[src/hdl/rau_pkg.sv]
package rau_pkg;

    localparam int WORD_BITS_DEF = 64;
    localparam int CAP_BITS      = 63;
    localparam logic [CAP_BITS-1:0] CAP_RESET = 63'd1000000000;

    typedef enum logic [1:0] {
        CMD_ADD = 2'd0,
        CMD_SUB = 2'd1,
        CMD_MUL = 2'd2,
        CMD_DIV = 2'd3
    } cmd_t;

    typedef enum logic [1:0] {
        ST_OK   = 2'd0,
        ST_DIV0 = 2'd1,
        ST_WORD = 2'd2,
        ST_CAP  = 2'd3
    } status_t;

    // command from controller to datapath
    typedef struct packed {
        logic load;     // capture operands
        logic mul_a;    // first cross product
        logic mul_b;    // second cross product
        logic mul_d;    // denominator product
        logic combine;  // signed sum or select
        logic gcd_init;
        logic gcd_step;
        logic div_init;
        logic div_step;
        logic div_next; // move quotient into numerator, start denominator
        logic finish;   // range checks and result register
    } dp_cmd_t;

    typedef struct packed {
        logic mul_last; // last partial product of a 64x64 product
        logic gcd_done;
        logic div_last;
        logic early_div0;
        logic num_zero;
    } dp_stat_t;

endpackage

[src/hdl/rau_ctrl.sv]
module rau_ctrl
    import rau_pkg::*;
(
    input  logic     clk,
    input  logic     rst_n,
    input  logic     in_fire,
    output logic     busy,
    output logic     out_valid,
    input  logic     out_ready,
    input  dp_stat_t stat,
    output dp_cmd_t  cmd_o
);

    typedef enum logic [9:0] {
        S_IDLE  = 10'b0000000001,
        S_MULA  = 10'b0000000010,
        S_MULB  = 10'b0000000100,
        S_MULD  = 10'b0000001000,
        S_COMB  = 10'b0000010000,
        S_GINIT = 10'b0000100000,
        S_GCD   = 10'b0001000000,
        S_DIVN  = 10'b0010000000,
        S_DIVD  = 10'b0100000000,
        S_DONE  = 10'b1000000000
    } state_t;

    state_t state_reg, state_next;
    logic   valid_reg, valid_next;
    logic   divd_started_reg;

    always_comb
    begin
        state_next = state_reg;
        valid_next = valid_reg && !out_ready;
        cmd_o      = '0;
        cmd_o.load = in_fire;
        case (state_reg)
            S_IDLE:
            begin
                if (in_fire)
                    state_next = S_MULA;
            end
            S_MULA:
            begin
                cmd_o.mul_a = 1'b1;
                if (stat.mul_last)
                    state_next = S_MULB;
            end
            S_MULB:
            begin
                cmd_o.mul_b = 1'b1;
                if (stat.mul_last)
                    state_next = S_MULD;
            end
            S_MULD:
            begin
                cmd_o.mul_d = 1'b1;
                if (stat.mul_last)
                    state_next = S_COMB;
            end
            S_COMB:
            begin
                cmd_o.combine = 1'b1;
                state_next    = S_GINIT;
            end
            S_GINIT:
            begin
                if (stat.early_div0 || stat.num_zero)
                    state_next = S_DONE;
                else
                begin
                    cmd_o.gcd_init = 1'b1;
                    state_next = S_GCD;
                end
            end
            S_GCD:
            begin
                if (stat.gcd_done)
                begin
                    cmd_o.div_init = 1'b1;
                    state_next = S_DIVN;
                end
                else
                    cmd_o.gcd_step = 1'b1;
            end
            S_DIVN:
            begin
                cmd_o.div_step = 1'b1;
                if (stat.div_last)
                    state_next = S_DIVD;
            end
            S_DIVD:
            begin
                if (!divd_started_reg)
                    cmd_o.div_next = 1'b1;
                else
                begin
                    cmd_o.div_step = 1'b1;
                    if (stat.div_last)
                        state_next = S_DONE;
                end
            end
            S_DONE:
            begin
                if (!valid_reg || out_ready)
                begin
                    cmd_o.finish = 1'b1;
                    valid_next   = 1'b1;
                    state_next   = S_IDLE;
                end
            end
            default: state_next = S_IDLE;
        endcase
    end

    // denominator pass: first cycle in S_DIVD moves quotient, then 128 steps
    always_ff @(posedge clk or negedge rst_n)
    begin
        if (!rst_n)
            divd_started_reg <= 1'b0;
        else if (state_reg == S_DIVN && stat.div_last)
            divd_started_reg <= 1'b0;
        else if (state_reg == S_DIVD)
            divd_started_reg <= 1'b1;
    end

    always_ff @(posedge clk or negedge rst_n)
    begin
        if (!rst_n)
        begin
            state_reg <= S_IDLE;
            valid_reg <= 1'b0;
        end
        else
        begin
            state_reg <= state_next;
            valid_reg <= valid_next;
        end
    end

    assign busy      = (state_reg != S_IDLE);
    assign out_valid = valid_reg;

endmodule

[config.mk]
export PLATFORM = sky130hd
export DESIGN_NAME = rau_ctrl
export DESIGN_NICKNAME = d
export VERILOG_FILES = /design/src/hdl/rau_pkg.sv /design/src/hdl/rau_ctrl.sv
export SDC_FILE = /design/constraint.sdc
export NUM_CORES = 1
export LEC_CHECK = 0
export BUFFER_PORTS_ARGS = -buffer_cell sky130_fd_sc_hd__buf_2
export CORE_ASPECT_RATIO = 1.1
export CORE_UTILIZATION = 54
export DETAILED_ROUTE_END_ITERATION = 16
export PLACE_DENSITY = 0.82
export SETUP_SLACK_MARGIN = 0.3
export SLEW_MARGIN = 20
export SYNTH_ARGS = -nofsm -noshare
export SYNTH_HDL_FRONTEND = slang
export SYNTH_SLANG_ARGS = --single-unit
[constraint.sdc]
create_clock -name clk -period 5.6 [get_ports clk]
set_input_delay 1.12 -clock clk [delete_from_list [all_inputs] [get_ports clk]]
set_output_delay 1.12 -clock clk [all_outputs]
set_load 0.01 [all_outputs]
; Yosys cells after proc, flatten, opt, wreduce, memory -nomap -nowiden
; Index checks and enable logic that the tools add are counted.
[classes]
n_eq_ne = 20
muxes = 30
n_reduce_logical = 8
[op_table]
columns = cell, count
row1 = $mux W10, 10
row2 = $pmux W10 S10, 1
row3 = $ne A2 B2 Y1 const B, 9
row4 = $mux W1, 17
row5 = $eq A10 B1 Y1 const B, 1
row6 = $eq A10 B10 Y1 const B, 1
row7 = $eq A10 B2 Y1 const B, 1
row8 = $eq A10 B3 Y1 const B, 1
row9 = $eq A10 B4 Y1 const B, 1
row10 = $eq A10 B5 Y1 const B, 1
row11 = $eq A10 B6 Y1 const B, 1
row12 = $eq A10 B7 Y1 const B, 1
row13 = $eq A10 B8 Y1 const B, 1
row14 = $eq A10 B9 Y1 const B, 1
row15 = $ne A10 B1 Y1 const B, 1
row16 = $reduce_and A9 Y1, 1
row17 = $logic_and A1 B1 Y1, 2
row18 = $logic_not A1 Y1, 2
row19 = $logic_or A1 B1 Y1, 2
row20 = $mux W2, 1
row21 = $pmux W1 S2, 1
row22 = $reduce_bool A2 Y1, 1
[totals]
ff_bits = 12
input_bits = 9
output_inout_bits = 13
elab_cells = 61

; Depth between registers and ports, before layout
[logic_depth]
depth_word = 4
depth_mapped = 6
depth_no_buf = 5

; Least setup slack after synthesis
; OpenSTA, ideal clock, no wires.
[synth_path]
path_kind = input -> output
startpoint = input stat[3] in the netlist's numbering
endpoint = output cmd_o[4] in the netlist's numbering
arrival_ps = 1827
t_required_ps = 4480
slack_ps = 2653
cell_stages = 2
path_buffers = 0
cell_sequence = or4b_4 nor2_1
[synth_rtl]
columns = item, line_no
row1 = start: declaration, rau_ctrl.sv:10  ; input dp_stat_t stat,
row2 = end: declaration, rau_ctrl.sv:11  ; output dp_cmd_t cmd_o

==> results.json <==
{
  "hold_slack_ns": 0.551,
  "clockBufferDepth": 2,
  "clock-root-buffer": "clkbuf_4",
  "die_width_um": 39.4,
  "period_needed_ns": 3.39,
  "drt_wl_total_mm": 1.83,
  "synth-edff-count": 0,
  "place_area_sq_um": 905,
  "drt_iter0_drc": 22,
  "ir_drop_uv": 182,
  "drt-pass1-iter-count": 4,
  "netlist-cell-type-count": 41,
  "ant_nets": 0,
  "slowest_stage": "nor4_1",
  "synth-async-reset-ratio": 1.00,
  "crit_fanout": 9,
  "area_delta_synth_final_pct": 13.1,
  "core-area_sq_mm": 0.00140,
  "syn_area_sq_um": 832,
  "tritoncts": "yes",
  "layoutNonFillerInstCount": 124,
  "maxCapViolations": 0,
  "diodes": 0,
  "portBuffers": 21,
  "dp_cells": 120,
  "regArea_sq_um": 302,
  "htree_levels": 1,
  "postCtsHoldBufs": 0,
  "cts_buffers": 3,
  "grt_usage": 0.254,
  "ctsResizeCount": 0,
  "syn_nets": 97,
  "grt_pass1_vias": 667,
  "layout.nets": 118,
  "cp_num_buf_inv": 1,
  "skew_ns": 0.00232,
  "synth_ff_type": "dfrtp_1",
  "netlist_instances": 88,
  "largest_reg_flops": 10,
  "post_cts_buffers": 0,
  "final_area_sq_um": 941,
  "crit_arrival_ns": 2.27,
  "mostFrequentLayoutCells": "21 x buf_2, 11 x dfrtp_1, 7 x nor2_1, 7 x nor3b_1, 7 x nand2_1",
  "hold_viol": 0,
  "gp_congestion": 0.854,
  "synth_seq_cells": 12,
  "hpwl_mm": 1.34,
  "hp-class": "reg -> reg",
  "nFillCells": 111,
  "final_common_cell": "buf_2",
  "start_util": 0.594,
  "synth.avg_cell_area_sq_um": 9.46,
  "via_count": 744,
  "slew_viol_final": 0,
  "critPathTopFamily": "simple AND/OR/NAND/NOR gates",
  "wl_per_cell_um": 14.7,
  "endpoint_kind": "output pin",
  "crit_chain": "nor4_1 > nand3_1 > nor3b_1 > buf_2",
  "critPathMaxStageDelay_ns": 0.75,
  "power_density_mw_per_mm2": 312,
  "setup_violations": 0,
  "antenna_found_initial": 0,
  "post-route-period-util": 0.605,
  "tightest_slew_ns": 0.851,
  "die_area_sq_mm": 0.00170,
  "yosysSeqAreaShare": 0.362,
  "rsz0062_at_grt": "false",
  "multi_input_area_sq_um": 463,
  "grt.overflow.total": 0,
  "drive_above_1_share": 0.370,
  "clk_latency_ns": 0.27,
  "leakage_nw": 0.489,
  "fin_tns_setup_ns": 0,
  "max_freq_mhz": 295,
  "setup_slack_ns": 2.21,
  "drcViolationCount": 0,
  "critPathRequiredTime_ns": 4.48,
  "grt_max_degree": 13,
  "cts.sinks": 12,
  "yosys_warnings": 0,
  "pre_cts_slack_ns": 2.46,
  "slew_headroom": 0.428,
  "grt_pass1_wl_mm": 2.88,
  "path_clk_slew_ns": 0.08,
  "routed_via_density": 6.00,
  "die_y_um": 43.2,
  "num_rows": 14,
  "critPathLaunchType": "register",
  "crit_type": "reg -> out",
  "status": "complete, no violations",
  "pin_count": 22
}
per-layer routing:
metal  global-route usage  part of all wire  vias up  routed length [um]
li1                     -                 -      361                   -
met5                    0                 0        -                   0
met1                0.325              0.44      349                 812
met2                0.387              0.48       29                 878
met3               0.0524             0.058        5                 105
met4                0.138             0.016        0                  29
through the flow:
step           utilization  total power [mW]
6_report             0.671             0.294
5_1_grt              0.671             0.315
4_1_cts              0.671             0.294
3_5_place_dp         0.646             0.224
3_3_place_gp         0.646             0.219
2_1_floorplan            -             0.195
cell usage after synthesis, types with 2 or more instances:
cell	number	area (sq um)
nor3_1	4	20.0
nor2_1	7	26.3
xnor2_1	2	17.5
nand2_1	7	26.3
and3_1	2	12.5
o22ai_1	3	18.8
o21ai_0	3	15.0
or2_2	2	12.5
inv_1	4	15.0
nor4_1	2	12.5
buf_6	3	33.8
xor2_1	2	17.5
dfrtp_1	11	275
nor3b_1	7	52.6
nand3_1	3	15.0
cells by family (layout without fill, tap and decap cells):
| kind of cell | Yosys count | after routing | share of synthesized area |
|---|---|---|---|
| simple gates | 48 | 48 | 0.356 |
| compound gates | 13 | 13 | 0.128 |
| flops | 12 | 12 | 0.362 |
| buf+inv | 9 | 29 | 0.0812 |
| xor+xnor | 4 | 4 | 0.0421 |
| mux | 2 | 2 | 0.0301 |
final timing paths:
path / startpoint / endpoint / slack [ns] / cells after the start
max: state_reg[7] / cmd_o[8] / 2.21 / 4
min reg2reg: state_reg[5] / state_reg[5] / 0.55 / 1
max in group asynchronous: rst_n / state_reg[0] / 4.62 / 1
max reg2reg: state_reg[7] / state_reg[3] / 3.18 / 5
min: state_reg[5] / state_reg[5] / 0.55 / 1
min in group asynchronous: rst_n / state_reg[5] / 0.71 / 1
layout make-up:
| type | instances | area share |
|---|---|---|
| Clock buffer | 4 | 0.0386 |
| Timing Repair Buffer | 21 | 0.112 |
| Multi-Input combinational cell | 67 | 0.492 |
| Tap cell | 16 | 0.0213 |
| Inverter | 4 | 0.0160 |
| Sequential cell | 12 | 0.320 |
worst reg2reg max path, stage by stage, from the launching register on:
cell,delay [ns]
dfrtp_1,0.50
nor4_1,0.75
nand3_1,0.25
nor3_1,0.27
a311o_4,0.22
mux2_4,0.31
power breakdown:
group | leakage (nW) | total (mW) | switching (mW) | internal [mW]
registers | 0.163 | 0.117 | 0.0181 | 0.0988
clock network | 0.0210 | 0.0701 | 0.0306 | 0.0395
logic | 0.305 | 0.107 | 0.0575 | 0.0492
Power figures use the tool's default switching activity.
